File: config.mk
export PLATFORM = sky130hd
export DESIGN_NAME = rgb555_color_math_blend_unit
export DESIGN_NICKNAME = d
export VERILOG_FILES = /design/src/sv/cmb_pkg.sv /design/src/sv/rgb555_color_math_blend_unit.sv /design/src/sv/cmb_shade.sv
export SDC_FILE = /design/constraint.sdc
export NUM_CORES = 1
export LEC_CHECK = 0
export BUFFER_PORTS_ARGS = -buffer_cell sky130_fd_sc_hd__clkbuf_2
export CAP_MARGIN = 20
export CORE_MARGIN = 4
export CORE_UTILIZATION = 48
export DETAILED_ROUTE_END_ITERATION = 8
export PLACE_DENSITY = 0.71
export SLEW_MARGIN = 25
export SYNTH_ARGS = -nofsm -noshare
export SYNTH_HDL_FRONTEND = slang
export SYNTH_SLANG_ARGS = --single-unit
File: constraint.sdc
create_clock -name clk_i -period 3 [get_ports clk_i]
set_input_delay 0.45 -clock clk_i [delete_from_list [all_inputs] [get_ports clk_i]]
set_output_delay 0.45 -clock clk_i [all_outputs]
set_load 0.01 [all_outputs]
File: src/sv/cmb_pkg.sv
package cmb_pkg;

  localparam int unsigned ColorW   = 15;
  localparam int unsigned ChanW    = 5;
  localparam int unsigned NumChan  = 3;
  localparam int unsigned SourceW  = 3;
  localparam int unsigned MaskW    = 7;
  localparam int unsigned BrightW  = 4;
  localparam int unsigned PixelW   = BrightW + ColorW;
  localparam int unsigned CfgIdxW  = 3;
  localparam int unsigned CfgDataW = 15;

  localparam logic [SourceW-1:0] SrcBackdrop = 3'd6;
  localparam logic [ChanW-1:0]   ChanMax     = 5'd31;

  localparam logic [CfgIdxW-1:0] RegHiresMode     = 3'd0;
  localparam logic [CfgIdxW-1:0] RegMathEnable    = 3'd1;
  localparam logic [CfgIdxW-1:0] RegUseSubLayer   = 3'd2;
  localparam logic [CfgIdxW-1:0] RegHalveEnable   = 3'd3;
  localparam logic [CfgIdxW-1:0] RegSubtractMode  = 3'd4;
  localparam logic [CfgIdxW-1:0] RegFixedColor    = 3'd5;
  localparam logic [CfgIdxW-1:0] RegBrightness    = 3'd6;

  typedef struct packed {
    logic               hires_mode;
    logic [MaskW-1:0]   math_enable_mask;
    logic               use_sub_layer;
    logic               halve_enable;
    logic               subtract_mode;
    logic [ColorW-1:0]  fixed_color;
    logic [BrightW-1:0] brightness;
  } cfg_t;

  typedef struct packed {
    logic [ColorW-1:0]  color;
    logic [SourceW-1:0] source;
  } layer_px_t;

endpackage

File: src/sv/rgb555_color_math_blend_unit.sv
// Channel   Direction  Signals                                   Handshake
// command   in         main/sub color, source, window bits       start, busy
// result    out        left_pixel_o, right_pixel_o               result_valid_o
// config    in         cfg_index_i, cfg_wdata_i                  cfg_we_i
//
// One item per cycle; busy stays low, so start is taken at every edge.
// Path: input register, then shading into the result register.
// The result strobe lasts one cycle and cannot be held off.
// Reset clears the config register and the valid flags; payload registers are not reset.
module rgb555_color_math_blend_unit
  import cmb_pkg::*;
(
  input  logic                clk_i,
  input  logic                rst_ni,
  input  logic                start,
  output logic                busy,
  input  logic [ColorW-1:0]   main_color_i,
  input  logic [SourceW-1:0]  main_source_i,
  input  logic [ColorW-1:0]   sub_color_i,
  input  logic [SourceW-1:0]  sub_source_i,
  input  logic                main_window_i,
  input  logic                sub_window_i,
  input  logic                cfg_we_i,
  input  logic [CfgIdxW-1:0]  cfg_index_i,
  input  logic [CfgDataW-1:0] cfg_wdata_i,
  output logic                result_valid_o,
  output logic [PixelW-1:0]   left_pixel_o,
  output logic [PixelW-1:0]   right_pixel_o
);

  cfg_t              cfg_q, cfg_d;
  logic              in_valid_q;
  layer_px_t         main_q;
  layer_px_t         sub_q;
  logic              main_window_q;
  logic              sub_window_q;
  logic              res_valid_q;
  logic [PixelW-1:0] left_q, left_d;
  logic [PixelW-1:0] right_q, right_d;
  logic [ColorW-1:0] right_color;
  logic [ColorW-1:0] swap_color;
  logic              accept;

  assign busy   = 1'b0;
  assign accept = start && !busy;

  always_comb begin
    cfg_d = cfg_q;
    if (cfg_we_i) begin
      unique case (cfg_index_i)
        RegHiresMode:    cfg_d.hires_mode       = cfg_wdata_i[0];
        RegMathEnable:   cfg_d.math_enable_mask = cfg_wdata_i[MaskW-1:0];
        RegUseSubLayer:  cfg_d.use_sub_layer    = cfg_wdata_i[0];
        RegHalveEnable:  cfg_d.halve_enable     = cfg_wdata_i[0];
        RegSubtractMode: cfg_d.subtract_mode    = cfg_wdata_i[0];
        RegFixedColor:   cfg_d.fixed_color      = cfg_wdata_i[ColorW-1:0];
        RegBrightness:   cfg_d.brightness       = cfg_wdata_i[BrightW-1:0];
        default:         cfg_d = cfg_q;
      endcase
    end
  end

  cmb_shade u_shade_right (
    .cfg_i         (cfg_q),
    .front_i       (main_q),
    .back_i        (sub_q),
    .main_window_i (main_window_q),
    .sub_window_i  (sub_window_q),
    .color_o       (right_color)
  );

  cmb_shade u_shade_swap (
    .cfg_i         (cfg_q),
    .front_i       (sub_q),
    .back_i        (main_q),
    .main_window_i (main_window_q),
    .sub_window_i  (sub_window_q),
    .color_o       (swap_color)
  );

  assign right_d = {cfg_q.brightness, right_color};
  assign left_d  = {cfg_q.brightness, cfg_q.hires_mode ? swap_color : right_color};

  always_ff @(posedge clk_i or negedge rst_ni) begin
    if (!rst_ni) begin
      cfg_q       <= '0;
      in_valid_q  <= 1'b0;
      res_valid_q <= 1'b0;
    end else begin
      cfg_q       <= cfg_d;
      in_valid_q  <= accept;
      res_valid_q <= in_valid_q;
    end
  end

  always_ff @(posedge clk_i) begin
    if (accept) begin
      main_q        <= '{color: main_color_i, source: main_source_i};
      sub_q         <= '{color: sub_color_i, source: sub_source_i};
      main_window_q <= main_window_i;
      sub_window_q  <= sub_window_i;
    end
    if (in_valid_q) begin
      left_q  <= left_d;
      right_q <= right_d;
    end
  end

  assign result_valid_o = res_valid_q;
  assign left_pixel_o   = left_q;
  assign right_pixel_o  = right_q;

`ifndef SYNTHESIS
  a_latency: assert property (@(posedge clk_i) disable iff (!rst_ni)
    accept |-> ##2 result_valid_o)
    else $error("item accepted without a result two cycles later");

  a_no_phantom: assert property (@(posedge clk_i) disable iff (!rst_ni)
    $rose(result_valid_o) |-> $past(accept, 2))
    else $error("result strobe without an accepted item");

  a_normal_mode_equal: assert property (@(posedge clk_i) disable iff (!rst_ni)
    result_valid_o && !cfg_q.hires_mode |-> left_pixel_o == right_pixel_o)
    else $error("left and right pixels differ outside hi-res mode");

  a_brightness: assert property (@(posedge clk_i) disable iff (!rst_ni)
    result_valid_o |-> left_pixel_o[PixelW-1:ColorW] == cfg_q.brightness &&
                       right_pixel_o[PixelW-1:ColorW] == cfg_q.brightness)
    else $error("brightness field does not match the register");
`endif

endmodule

File: src/sv/cmb_shade.sv
module cmb_shade
  import cmb_pkg::*;
(
  input  cfg_t              cfg_i,
  input  layer_px_t         front_i,
  input  layer_px_t         back_i,
  input  logic              main_window_i,
  input  logic              sub_window_i,
  output logic [ColorW-1:0] color_o
);

  logic [MaskW:0]    enable_vec;
  logic              math_on;
  logic              halve;
  logic [ColorW-1:0] front_color;
  logic [ColorW-1:0] other_color;
  logic [ColorW-1:0] blended;

  assign enable_vec  = {1'b0, cfg_i.math_enable_mask};
  assign math_on     = sub_window_i && enable_vec[front_i.source];
  assign front_color = main_window_i ? front_i.color : '0;
  assign other_color = cfg_i.use_sub_layer ? back_i.color : cfg_i.fixed_color;
  assign halve       = cfg_i.halve_enable && main_window_i &&
                       (!cfg_i.use_sub_layer || (back_i.source != SrcBackdrop));

  always_comb begin
    logic [ChanW-1:0] ca;
    logic [ChanW-1:0] cb;
    logic [ChanW:0]   sum;
    logic [ChanW-1:0] diff;
    blended = '0;
    for (int unsigned c = 0; c < NumChan; c++) begin
      ca   = front_color[c*ChanW +: ChanW];
      cb   = other_color[c*ChanW +: ChanW];
      sum  = {1'b0, ca} + {1'b0, cb};
      diff = (ca > cb) ? ca - cb : '0;
      if (!cfg_i.subtract_mode) begin
        if (halve) begin
          blended[c*ChanW +: ChanW] = sum[ChanW:1];
        end else if (sum[ChanW]) begin
          blended[c*ChanW +: ChanW] = ChanMax;
        end else begin
          blended[c*ChanW +: ChanW] = sum[ChanW-1:0];
        end
      end else begin
        blended[c*ChanW +: ChanW] = halve ? {1'b0, diff[ChanW-1:1]} : diff;
      end
    end
  end

  assign color_o = math_on ? blended : front_color;

endmodule

Yosys cells after proc, flatten, opt, wreduce, memory -nomap -nowiden
Cells that the tools add are included.
{"block": "totals", "regBits": 108}
{"block": "classes", "mux": 41, "addsub": 12, "n_eq_ne": 8, "order_cmp": 8, "n_reduce_logical": 16}
{"cell": "$mux 5", "count": 30}
{"cell": "$mux 15", "count": 7}
{"cell": "$add 5x5->6", "count": 6}
{"cell": "$gt 5x5->1", "count": 6}
{"cell": "$sub 5x5->5", "count": 6}
{"cell": "$reduce_and 2->1", "count": 7}
{"cell": "$eq 3x3->1 const B", "count": 3}
{"cell": "$lt 3x4->1 const B", "count": 2}
{"cell": "$bmux 1 s3", "count": 2}
{"cell": "$eq 3x2->1 const B", "count": 2}
{"cell": "$ne 3x3->1 const B", "count": 2}
{"cell": "$logic_and 1x1->1", "count": 5}
{"cell": "$eq 3x1->1 const B", "count": 1}
{"cell": "$logic_not 3->1", "count": 1}
{"cell": "$logic_or 1x1->1", "count": 2}
{"cell": "$mux 1", "count": 2}
{"cell": "$logic_not 1->1", "count": 1}

Longest topological paths before layout
Gate-level depths: netlist (run 1).
{"block": "logic_depth", "ltp_word": 7, "mapped_depth": 14, "mapped_depth_nobuf": 11}

Hierarchy
A second synthesis (run 1) with hierarchy kept.
{"block": "hier_totals", "cells_unflattened": 795, "area_unflattened_um2": 8095.3}
{"module": "rgb555_color_math_blend_unit", "instances": 1, "cells_each": 166, "area_each_um2": 3694.8, "seq_area_each_um2": 2962.8}
{"module": "cmb_shade (u_shade_swap)", "instances": 1, "cells_each": 321, "area_each_um2": 2229.6, "seq_area_each_um2": 0.0}
{"module": "cmb_shade (u_shade_right)", "instances": 1, "cells_each": 308, "area_each_um2": 2170.8, "seq_area_each_um2": 0.0}

Least setup slack after synthesis (run 1)
No wires, ideal clock.
{"block": "synth_timing", "kind": "reg2reg", "startpoint": "reg cfg_q[21] (netlist name)", "endpoint": "reg left_q[13] (netlist: left_pixel_o[13]) (data pin)", "path_buffers": 3, "setup_ns": 0.273, "arrival_time_ns": 3.062, "path_stages_with_launch": 15, "setup_slack_ns": -0.336, "required_time_ns": 2.727, "cell_sequence": "dfrtp_1 -> clkbuf_1 -> clkbuf_1 -> clkbuf_1 -> nand2_1 -> nand2_1 -> ha_1 -> inv_1 -> fa_1 -> o21bai_1 -> a211oi_1 -> o31ai_1 -> a21oi_1 -> a2111oi_0 -> o32ai_1"}
{"block": "synth_via", "elab_chain_cells": 7, "word_cells_on_any_way": 26}
{"item": "start, declared", "line": "rgb555_color_math_blend_unit.sv:31", "source": "cfg_t cfg_q, cfg_d;"}
{"item": "start signal, assigned", "line": "rgb555_color_math_blend_unit.sv:90", "source": "cfg_q <= cfg_d;"}
{"item": "$mux 15 / $logic_not 1->1 (equally long branches)", "line": "cmb_shade.sv:22, cmb_shade.sv:24"}
{"item": "$add 5x5->6, or another cell as far along", "line": "cmb_shade.sv:35", "source": "sum = {1'b0, ca} + {1'b0, cb};"}
{"item": "$mux 5, or another cell as far along", "line": "cmb_shade.sv:40", "source": "end else if (sum[ChanW]) begin"}
{"item": "$mux 5, on equally long branches", "line": "cmb_shade.sv:38, cmb_shade.sv:46"}
{"item": "$mux 5", "line": "cmb_shade.sv:37", "source": "if (!cfg_i.subtract_mode) begin"}
{"item": "$mux 15", "line": "cmb_shade.sv:51", "source": "assign color_o = math_on ? blended : front_color;"}
{"item": "$mux 15 *", "line": "rgb555_color_math_blend_unit.sv:82", "source": "assign left_d = {cfg_q.brightness, cfg_q.hires_mode ? swap_color : right_color};"}
{"item": "net left_d[13]", "line": "rgb555_color_math_blend_unit.sv:38", "source": "logic [PixelW-1:0] left_q, left_d;"}
{"item": "end signal, assigned", "line": "rgb555_color_math_blend_unit.sv:104", "source": "left_q <= left_d;"}
{"item": "end, declared", "line": "rgb555_color_math_blend_unit.sv:38"}
The timed path passes the listed nets; every way through them passes the cells marked *.
A chain may end at the register's enable or synchronous reset.

Worst setup path in the final report (run 1)
{"block": "layout_timing", "startpoint": "reg cfg_q[21] (netlist name)", "endpoint": "reg left_q[1] (netlist: left_pixel_o[1]) (data pin)"}
{"block": "layout_via", "elab_chain_cells": 7, "word_cells_on_any_way": 26}
{"item": "$mux 15 / $logic_not 1->1 (equally long branches)", "line": "cmb_shade.sv:22, cmb_shade.sv:24"}
{"item": "$add 5x5->6, or another cell as far along", "line": "cmb_shade.sv:35"}
{"item": "$mux 5, or another cell as far along", "line": "cmb_shade.sv:40"}
{"item": "$mux 5, on equally long branches", "line": "cmb_shade.sv:38, cmb_shade.sv:46"}
{"item": "$mux 5 *", "line": "cmb_shade.sv:37"}
{"item": "$mux 15 *", "line": "cmb_shade.sv:51"}
{"item": "net right_color[1]", "line": "rgb555_color_math_blend_unit.sv:40", "source": "logic [ColorW-1:0] right_color;"}
{"item": "$mux 15 *", "line": "rgb555_color_math_blend_unit.sv:82"}
{"item": "net left_d[1]", "line": "rgb555_color_math_blend_unit.sv:38"}
Marked as above.

==> results.sh, run 1 <==
export IMPL_die_h_um=137
export IMPL_maxSlewViolCount=0
export IMPL_antenna_cells=0
export IMPL_die_x_um=137
export IMPL_dp_cells=1154
export IMPL_crit_end="left_pixel_o[1]"
export IMPL_syn_instance_count=838
export IMPL_io_pins=100
export IMPL_start_util_pct=49.6
export IMPL_crit_path_start="cfg_q[21]"
export IMPL_synth_fp_nets=970
export IMPL_hold_buffers=0
export IMPL_vias=6764
export IMPL_worstMarginPinSlew_ns=0.969
export IMPL_gp_congestion=0.939
export IMPL_r2r_end="left_pixel_o[1]"
export IMPL_overflow=0
export IMPL_hold_ws_ns=0.181
export IMPL_p_leak_uw=0.00425
export IMPL_synth_area_mm2=0.00799
export IMPL_synth_cell_types=73
export IMPL_critPathKind="register to register"
export IMPL_wl_met3_um=1850
export IMPL_reg2reg_depth=13
export IMPL_path_buf_inv=4
export IMPL_max_freq_ghz=0.337
export IMPL_max_slew_margin_rel_pct=35.4
export IMPL_rows=46
export IMPL_slowest_stage="dfrtp_1"
export IMPL_finClkSkew_ns=0.00700
export IMPL_powerDensity_mw_per_mm2=677
export IMPL_worstReg2RegStart="cfg_q[21]"
export IMPL_cts_path_max_buffers=2
export IMPL_clk_latency_ns=0.35
export IMPL_synth_warnings=0
export IMPL_rsz0062_at_grt="yes"
export IMPL_cts_tree="built"
export IMPL_syn_avg_cell_area_um2=9.53
export IMPL_ys_seq_elements=104
export IMPL_synth_edf_count=72
export IMPL_multiInputGateArea_mm2=0.00474
export IMPL_fin_nets=1084
export IMPL_drv_cap=0
export IMPL_peakVddDrop_v=0.000346
export IMPL_grt_pass1_vias=6245
export IMPL_hold_path_class="input port to asynchronous set/reset pin"
export IMPL_synth_flop_cell="edfxtp_1"
export IMPL_path_delay_family="compound AO/OA/AOI/OAI gates"
export IMPL_seqCellArea_mm2=0.00296
export IMPL_critical_path_depth=13
export IMPL_setup_viol=0
export IMPL_period_needed_ns=2.97
export IMPL_grt_max_degree=40
export IMPL_wl_met2_um=9000
export IMPL_antenna_found_initial=0
export IMPL_finish_cell_count_without_fillers=1173
export IMPL_core_area_mm2=0.0161
export IMPL_critPathArrivalTime_ns=3.08
export IMPL_clock_sinks=104
export IMPL_grt_pass1_wl_um=32500
export IMPL_cts_buffers=9
export IMPL_port_buffers=98
export IMPL_worst_setup_path_start_kind="register"
export IMPL_wl_per_cell_um=17.9
export IMPL_top_layer="met4"
export IMPL_status="complete, no violations"
export IMPL_place_hpwl_um=16000
export IMPL_drive_gt1_share_pct=27.9
export IMPL_synth_async_sr_flop_share_pct=30.8
export IMPL_antenna_left=0
export IMPL_cp_max_fo=34
export IMPL_wirelength_um=21000
export IMPL_fin_crit_sh_pct=98.9
export IMPL_reg2reg_slack_ns=0.03
export IMPL_hold_viol=0
export IMPL_routedLengthMet1_um=9860
export IMPL_cp_slowest_stage_delay_ns=0.41
export IMPL_cts_root_buf="clkbuf_16"
export IMPL_fill_cells=1392
export IMPL_first_pass_iters=5
export IMPL_crit_chain="buf_12 -> nor2b_2 -> buf_4 -> a21oi_1 -> buf_4 -> ha_1 -> nor2b_2 -> o221ai_1 -> a211oi_2 -> buf_4 -> o211ai_1 -> a31oi_2 -> a22o_1"
export IMPL_dieArea_mm2=0.0188
export IMPL_crit_required_ns=3.11
export IMPL_cpMostUsedCell="buf_4"
export IMPL_yosysSeqAreaShare_pct=37.1
export IMPL_path_clk_slew_ns=0.07
export IMPL_drtIter0Drc=721
export IMPL_vias_per_cell=5.77
export IMPL_cts_htree_levels=3
export IMPL_drc_errors=0
export IMPL_area_growth_pct=18.7
export IMPL_track_usage_pct=22.2
export IMPL_end_kind="register"
per-stage QoR:
stage | setup WS [ns] | setup TNS, ns | utilization [%] | instance area (um^2) | total power (uW)
2_1_floorplan | 0.000146 | 0 | - | 8020 | 4130
3_3_place_gp | -0.0845 | -0.171 | 55.7 | 8970 | 5040
3_5_place_dp | -0.0981 | -0.345 | 55.7 | 8970 | 5090
4_1_cts | 0.00507 | 0 | 57.6 | 9280 | 6250
5_1_grt | -0.0781 | -0.290 | 58.8 | 9480 | 6840
6_report | 0.0326 | 0 | 58.8 | 9480 | 6420
routing by layer:
layer  vias up  GRT usage, %
met1      3212          33.8
met2       296          33.2
met4         0          5.27
li1       3233             -
met3        23          3.31
met5         -             0
how the worst min path moves through the flow:
stage,startpoint,slack [ns],endpoint
2_1_floorplan,rst_ni,0.15,cfg_q[0]
3_3_place_gp,cfg_q[0],0.43,left_pixel_o[15]
3_5_place_dp,cfg_q[0],0.44,left_pixel_o[15]
4_1_cts,rst_ni,0.20,cfg_q[4]
5_1_grt,rst_ni,0.25,cfg_q[13]
6_report,rst_ni,0.18,cfg_q[11]
power by group:
group | switching [uW] | leakage (uW) | internal (uW)
Clock | 563 | 0.000135 | 574
Combinational | 1890 | 0.00302 | 1470
Sequential | 137 | 0.00110 | 1790
cell usage in the layout, fill, tap and decap left out, types with 9 or more instances in the layout:
cell type / count
clkbuf_16: 9
buf_4: 56
inv_1: 71
nor2_1: 35
nor3_1: 17
a21oi_2: 11
dfrtp_1: 32
nand2_1: 80
mux2_2: 30
a211oi_1: 10
edfxtp_1: 72
clkbuf_2: 98
nand2b_1: 13
xnor2_1: 23
nor2b_1: 30
and2_1: 17
o21ai_0: 25
ha_1: 55
a21oi_1: 54
o211ai_1: 9
a21o_1: 11
area by class of cell:
cell class              instances  share of cell area (%)
clock buffers                  11                    2.45
multi-input cells             608                    49.9
clock inverters                 5                   0.422
inverters                      72                    2.85
well taps                     216                    2.85
repair buffers                157                    10.2
flip-flops and latches        104                    31.2
synth_stat cells, types with 9 or more instances:
cell,n,area (um^2)
a211oi_1,16,120
a21o_1,11,82.6
a21oi_1,65,325
a221oi_1,10,87.6
and2_1,18,113
buf_2,18,90.1
clkbuf_1,28,105
dfrtp_1,32,801
edfxtp_1,72,2160
fa_1,12,240
ha_1,60,751
inv_1,71,267
mux2_2,30,338
nand2_1,81,304
nand2b_1,13,81.3
nor2_1,35,131
nor2b_1,35,219
nor3_1,22,110
o211ai_1,9,67.6
o21ai_0,28,140
xnor2_1,23,201
kinds of logic (layout without fill, tap and decap cells):
family	Yosys count	count (layout)	synth area share, %
AND/OR/NAND/NOR	243	243	15.5
adder cells (fa/ha/maj)	72	72	12.4
multiplexers	40	40	5.80
XOR/XNOR	29	29	3.18
buffers and inverters	126	245	6.63
flip-flops	104	104	37.1
other	1	1	0.0469
AO/OA/AOI/OAI	223	223	19.3
flip-flops by register name, summed over array words and instances (netlist names):
register	flops
result_valid_o	1
right_pixel_o	15
sub_q	18
sub_window_q	1
in_valid_q	1
main_window_q	1
cfg_q	30
main_q	18
left_pixel_o	19
what timing repair did:
action	in CTS	in global routing
setup endpoints to repair	8	23
setup buffers	0	3
gates resized for setup	7	45
pin swaps	0	13
Note: power is estimated with default switching activity, not from simulation.
==> run 2, diff against run 1 <==
- clock period: 3 -> 2.55 ns (I/O delays scaled with it)
==> results.sh, run 2 (synthesis gave the netlist of run 1 again) <==
export IMPL_status="finished, violations left"
export IMPL_violations="setup timing"
export IMPL_antenna_found_initial=0
export IMPL_rows=46
export IMPL_worst_setup_path_start_kind="register"
export IMPL_final_common_cell="buf_4"
export IMPL_grt_pass1_vias=7582
export IMPL_clock_sinks=104
export IMPL_largest_register_ffs=30
export IMPL_finClkSkew_ns=0.0190
export IMPL_cts_path_max_buffers=2
export IMPL_largest_register="cfg_q"
export IMPL_slowest_stage="dfrtp_2"
export IMPL_max_freq_ghz=0.342
export IMPL_rsz0062_at_grt="yes"
export IMPL_max_slew_margin_rel_pct=40.8
export IMPL_grt_max_degree=36
export IMPL_critPathKind="register to register"
export IMPL_die_h_um=137
export IMPL_path_buf_inv=2
export IMPL_crit_required_ns=2.64
export IMPL_wl_per_cell_um=22.2
export IMPL_drv_cap=0
export IMPL_cp_max_fo=21
export IMPL_port_buffers=98
export IMPL_hold_buffers=0
export IMPL_hold_ws_ns=0.100
export IMPL_reg2reg_depth=10
export IMPL_final_core_util_pct=76.0
export IMPL_crit_chain="buf_12 -> buf_4 -> nor2b_4 -> a21oi_1 -> ha_2 -> nor2_1 -> a221oi_4 -> nand3_1 -> a221oi_2 -> o2bb2ai_1"
export IMPL_vias=8243
export IMPL_critPathArrivalTime_ns=3.01
export IMPL_gp_congestion=0.905
export IMPL_peakVddDrop_v=0.000490
export IMPL_powerDensity_mw_per_mm2=831
export IMPL_vias_per_cell=6.18
export IMPL_grt_pass1_wl_um=39200
export IMPL_path_clk_slew_ns=0.09
export IMPL_place_hpwl_um=17100
export IMPL_seqCellArea_mm2=0.00296
export IMPL_drtIter0Drc=1179
export IMPL_end_kind="register"
export IMPL_cts_htree_levels=3
export IMPL_cts_root_buf="clkbuf_16"
export IMPL_setup_viol=30
export IMPL_layout_common_cells="buf_4 (185), clkbuf_2 (98), edfxtp_1 (72)"
export IMPL_worstMarginPinSlew_ns=0.883
export IMPL_die_x_um=137
export IMPL_hold_path_class="input port to asynchronous set/reset pin"
export IMPL_fin_crit_sh_pct=115
export IMPL_start_util_pct=49.6
export IMPL_p_leak_uw=0.00542
export IMPL_drive_gt1_share_pct=55.4
export IMPL_antenna_left=0
export IMPL_path_delay_family="compound AO/OA/AOI/OAI gates"
export IMPL_cts_buffers=9
export IMPL_drc_errors=0
export IMPL_fill_cells=900
export IMPL_clk_latency_ns=0.36
export IMPL_overflow=0
export IMPL_wirelength_um=29600
export IMPL_critical_path_depth=10
export IMPL_dieArea_mm2=0.0188
export IMPL_setup_ws_ns=-0.371
export IMPL_first_pass_iters=6
export IMPL_period_needed_ns=2.92
export IMPL_core_area_mm2=0.0161
export IMPL_p_total_uw=10200
export IMPL_cp_slowest_stage_delay_ns=0.45
export IMPL_cts_tree="built"
export IMPL_hold_viol=0
export IMPL_track_usage_pct=26.7
export IMPL_io_pins=100
export IMPL_fin_nets=1244
export IMPL_antenna_cells=0
export IMPL_maxSlewViolCount=0
export IMPL_multiInputGateArea_mm2=0.00607
export IMPL_area_growth_pct=53.4
[run 2: layer usage]
layer,wire length (um),global-route usage (%),up-vias
li1,-,-,3566
met1,11600,37.0,3905
met2,13300,41.4,617
met3,2880,5.04,155
met4,1750,10.3,0
met5,0,0,-
[run 2: metrics by stage]
stage | area [um^2] | instances | setup slack (ns) | TNS (ns)
6_report | 12300 | 1333 | -0.371 | -7.01
5_1_grt | 12300 | 1333 | -0.428 | -9.41
4_1_cts | 11400 | 1314 | -0.302 | -4.50
3_5_place_dp | 10100 | 1282 | -0.454 | -8.39
3_3_place_gp | 10100 | 1282 | -0.429 | -7.26
2_1_floorplan | 8210 | 838 | -0.362 | -3.52
[run 2: area by class of cell]
type | instances | share of cell area, %
Timing Repair Buffer | 317 | 19.3
Clock buffer | 9 | 1.84
Tap cell | 216 | 2.21
Sequential cell | 104 | 24.2
Multi-Input combinational cell | 608 | 49.6
Clock inverter | 7 | 0.695
Inverter | 72 | 2.23
[run 2: report_power, final]
group / total, uW / internal, uW / leakage, uW / switching, uW
combinational: 6390 / 3060 / 0.00417 / 3330
clock: 1490 / 785 / 0.000154 / 706
sequential: 2300 / 2110 / 0.00110 / 189
[run 2: path summary, 6_finish.rpt]
check,from,end,slack (ns)
hold reg to reg,cfg_q[3],left_pixel_o[18],0.45
min in group clk_i,sub_color_i[8],sub_q[11],0.19
setup / recovery,cfg_q[21],left_pixel_o[6],-0.37
hold / removal,rst_ni,cfg_q[10],0.10
setup reg to reg,cfg_q[21],left_pixel_o[6],-0.37
max in group asynchronous,rst_ni,cfg_q[21],1.88
[run 2: repair_timing]
action	in CTS	in global routing
pin swaps	48	60
cloned	2	0
setup buffers	15	20
setup endpoints to repair	30	30
gates resized for setup	173	146
==> run 3, diff against run 2 <==
- ABC_AREA: not set -> 1
- PLACE_DENSITY: 0.71 -> 0.7
==> results.sh, run 3 <==
export IMPL_yosysSeqAreaShare_pct=35.9
export IMPL_overflow=0
export IMPL_io_pins=100
export IMPL_synth_area_leaders="edfxtp_1 (26%), nand2_1 (15%), dfrtp_1 (9.7%)"
export IMPL_worst_setup_path_start_kind="register"
export IMPL_hold_viol=0
export IMPL_clk_latency_ns=0.37
export IMPL_vias_per_cell=5.29
export IMPL_tns_ns=-0.0349
export IMPL_cp_max_fo=4
export IMPL_fin_crit_sh_pct=101
export IMPL_drv_cap=0
export IMPL_area_growth_pct=29.0
export IMPL_cts_tree="built"
export IMPL_grt_pass1_wl_um=37300
export IMPL_grt_pass1_vias=7327
export IMPL_drtIter0Drc=601
export IMPL_antenna_left=0
export IMPL_crit_chain="inv_2 -> buf_6 -> buf_6 -> nand2_4 -> nand2_4 -> ha_4 -> inv_2 -> fa_2 -> nand3b_1 -> nand2_1 -> nand2_2 -> nand3_2 -> nand2_1 -> nand2_1 -> nand4_1 -> and2_4"
export IMPL_cts_root_buf="clkbuf_16"
export IMPL_reg2reg_slack_ns=-0.03
export IMPL_antenna_cells=0
export IMPL_port_buffers=98
export IMPL_yosysMostFrequentCell="nand2_1"
export IMPL_layout_common_cells="nand2_1 (306), inv_1 (154), nand3_1 (110)"
export IMPL_first_pass_iters=5
export IMPL_die_h_um=139
export IMPL_worstMarginPinSlew_ns=0.789
export IMPL_end_kind="register"
export IMPL_grt_max_degree=40
export IMPL_antenna_found_initial=0
export IMPL_period_needed_ns=2.58
export IMPL_die_x_um=139
export IMPL_synth_warnings=0
export IMPL_final_core_util_pct=63.8
export IMPL_wirelength_um=24800
export IMPL_largest_register="cfg_q"
export IMPL_gp_congestion=0.954
export IMPL_peakVddDrop_v=0.000544
export IMPL_cts_path_max_buffers=2
export IMPL_rsz0062_at_grt="yes"
export IMPL_core_area_mm2=0.0167
export IMPL_synth_top_area_cell="edfxtp_1"
export IMPL_crit_required_ns=2.67
export IMPL_hold_path_class="input port to asynchronous set/reset pin"
export IMPL_max_slew_margin_rel_pct=47.4
export IMPL_setup_ws_ns=-0.0349
export IMPL_clock_sinks=104
export IMPL_drc_errors=0
export IMPL_synth_cell_types=38
export IMPL_synth_common_cells="nand2_1 (331), inv_1 (168), nand3_1 (128), a21oi_1 (90)"
export IMPL_syn_avg_cell_area_um2=7.28
export IMPL_drive_gt1_share_pct=28.7
export IMPL_cts_buffers=9
export IMPL_status="finished, violations left"
export IMPL_syn_instance_count=1135
export IMPL_start_util_pct=49.5
export IMPL_vias=8144
export IMPL_synth_async_sr_flop_share_pct=30.8
export IMPL_hold_ws_ns=0.0812
export IMPL_cpMostUsedCell="nand2_1"
export IMPL_synth_edf_count=72
export IMPL_synth_fp_nets=1267
export IMPL_yosysTopAreaCellShare_pct=26.2
export IMPL_fin_nets=1446
export IMPL_finClkSkew_ns=0.0158
export IMPL_maxSlewViolCount=0
export IMPL_max_freq_ghz=0.387
export IMPL_cp_slowest_stage_delay_ns=0.43
export IMPL_rows=47
export IMPL_cts_htree_levels=3
export IMPL_synth_area_mm2=0.00826
export IMPL_dp_cells=1515
export IMPL_finish_cell_count_without_fillers=1539
export IMPL_post_place_ws_ns=-0.112
export IMPL_critPathArrivalTime_ns=2.71
export IMPL_hold_buffers=0
export IMPL_fill_cells=1456
export IMPL_place_hpwl_um=18500
export IMPL_violations="setup timing"
export IMPL_path_clk_slew_ns=0.09
export IMPL_synth_flop_cell="edfxtp_1"
export IMPL_ys_seq_elements=104
export IMPL_track_usage_pct=24.0
export IMPL_slowest_stage="dfrtp_2"
export IMPL_final_common_cell="nand2_1"
export IMPL_dieArea_mm2=0.0194
export IMPL_critPathKind="register to register"
export IMPL_largest_register_ffs=30
export IMPL_p_leak_uw=0.00553
export IMPL_setup_viol=1
export IMPL_powerDensity_mw_per_mm2=742
export IMPL_wl_per_cell_um=16.1
## run 3: cell count changes in the layout (fill, tap and decap cells not counted), sizes merged, moves of 17 or more
| cell | delta |
|---|---|
| a21oi | +25 |
| buf | -111 |
| inv | +102 |
| mux2 | -22 |
| nand2 | +253 |
| nand3 | +123 |
| nor2 | +41 |
| nor2b | -34 |
| nor3 | -17 |
| xnor2 | -23 |
## run 3: logic make-up after synthesis
| kind of cell | Yosys count | share of synthesized area, % |
|---|---|---|
| buffers and inverters | 214 | 10.6 |
| xor gates and xnor gates | 13 | 1.38 |
| and+or+nand+nor | 576 | 29.8 |
| muxes | 8 | 1.09 |
| AOI/OAI and AO/OA | 147 | 9.30 |
| DFF | 104 | 35.9 |
| adders and majority gates | 72 | 12.0 |
| other | 1 | 0.0454 |
## run 3: stage by stage
step	cell area, um^2	total power (uW)
floorplan	8260	4570
global placement	9590	5810
detailed placement	9590	5840
CTS	10000	7430
global route	10700	8460
finish	10700	7910
## run 3: per-layer routing
layer,vias to the layer above,GRT usage [%],part of all wire (%)
met5,-,0,0
li1,4020,-,-
met2,329,37.7,46
met3,56,4.41,7.2
met4,0,8.24,2.8
met1,3739,33.4,44
## run 3: final timing paths
check | start | cells past startpoint | end
max | cfg_q[21] | 16 | right_pixel_o[8]
min | rst_ni | 1 | cfg_q[7]
max reg2reg | cfg_q[21] | 16 | right_pixel_o[8]
min reg2reg | cfg_q[1] | 0 | left_pixel_o[16]
max in group asynchronous | rst_ni | 1 | cfg_q[21]
min in group clk_i | main_source_i[0] | 1 | main_q[0]
## run 3: cell type report
class / count / area (um^2) / area share, %
multi-input combinational: 817 / 5050 / 47.4
tap: 220 / 275 / 2.58
inverter: 174 / 658 / 6.17
sequential: 104 / 2960 / 27.8
timing repair buffer: 208 / 1390 / 13.1
clock inverter: 7 / 93.8 / 0.880
clock buffer: 9 / 225 / 2.11
## run 3: timing repair
item	in CTS	in global routing
setup endpoints to repair	16	30
pin swaps	4	33
cloned	0	3
buffers inserted	1	4
resized for setup	33	136
## run 3: report_power, final
part           switching [uW]  internal [uW]
logic                    2490           1710
registers                 151           2080
clock network             764            716
total                    3410           4500
## run 3: critical path, delay by kind of cell (launching register included)
family / cells / cell delay [ns]
simple gates: 10 / 1.07
buf+inv: 4 / 0.35
flops: 1 / 0.43
fa+ha+maj: 2 / 0.49
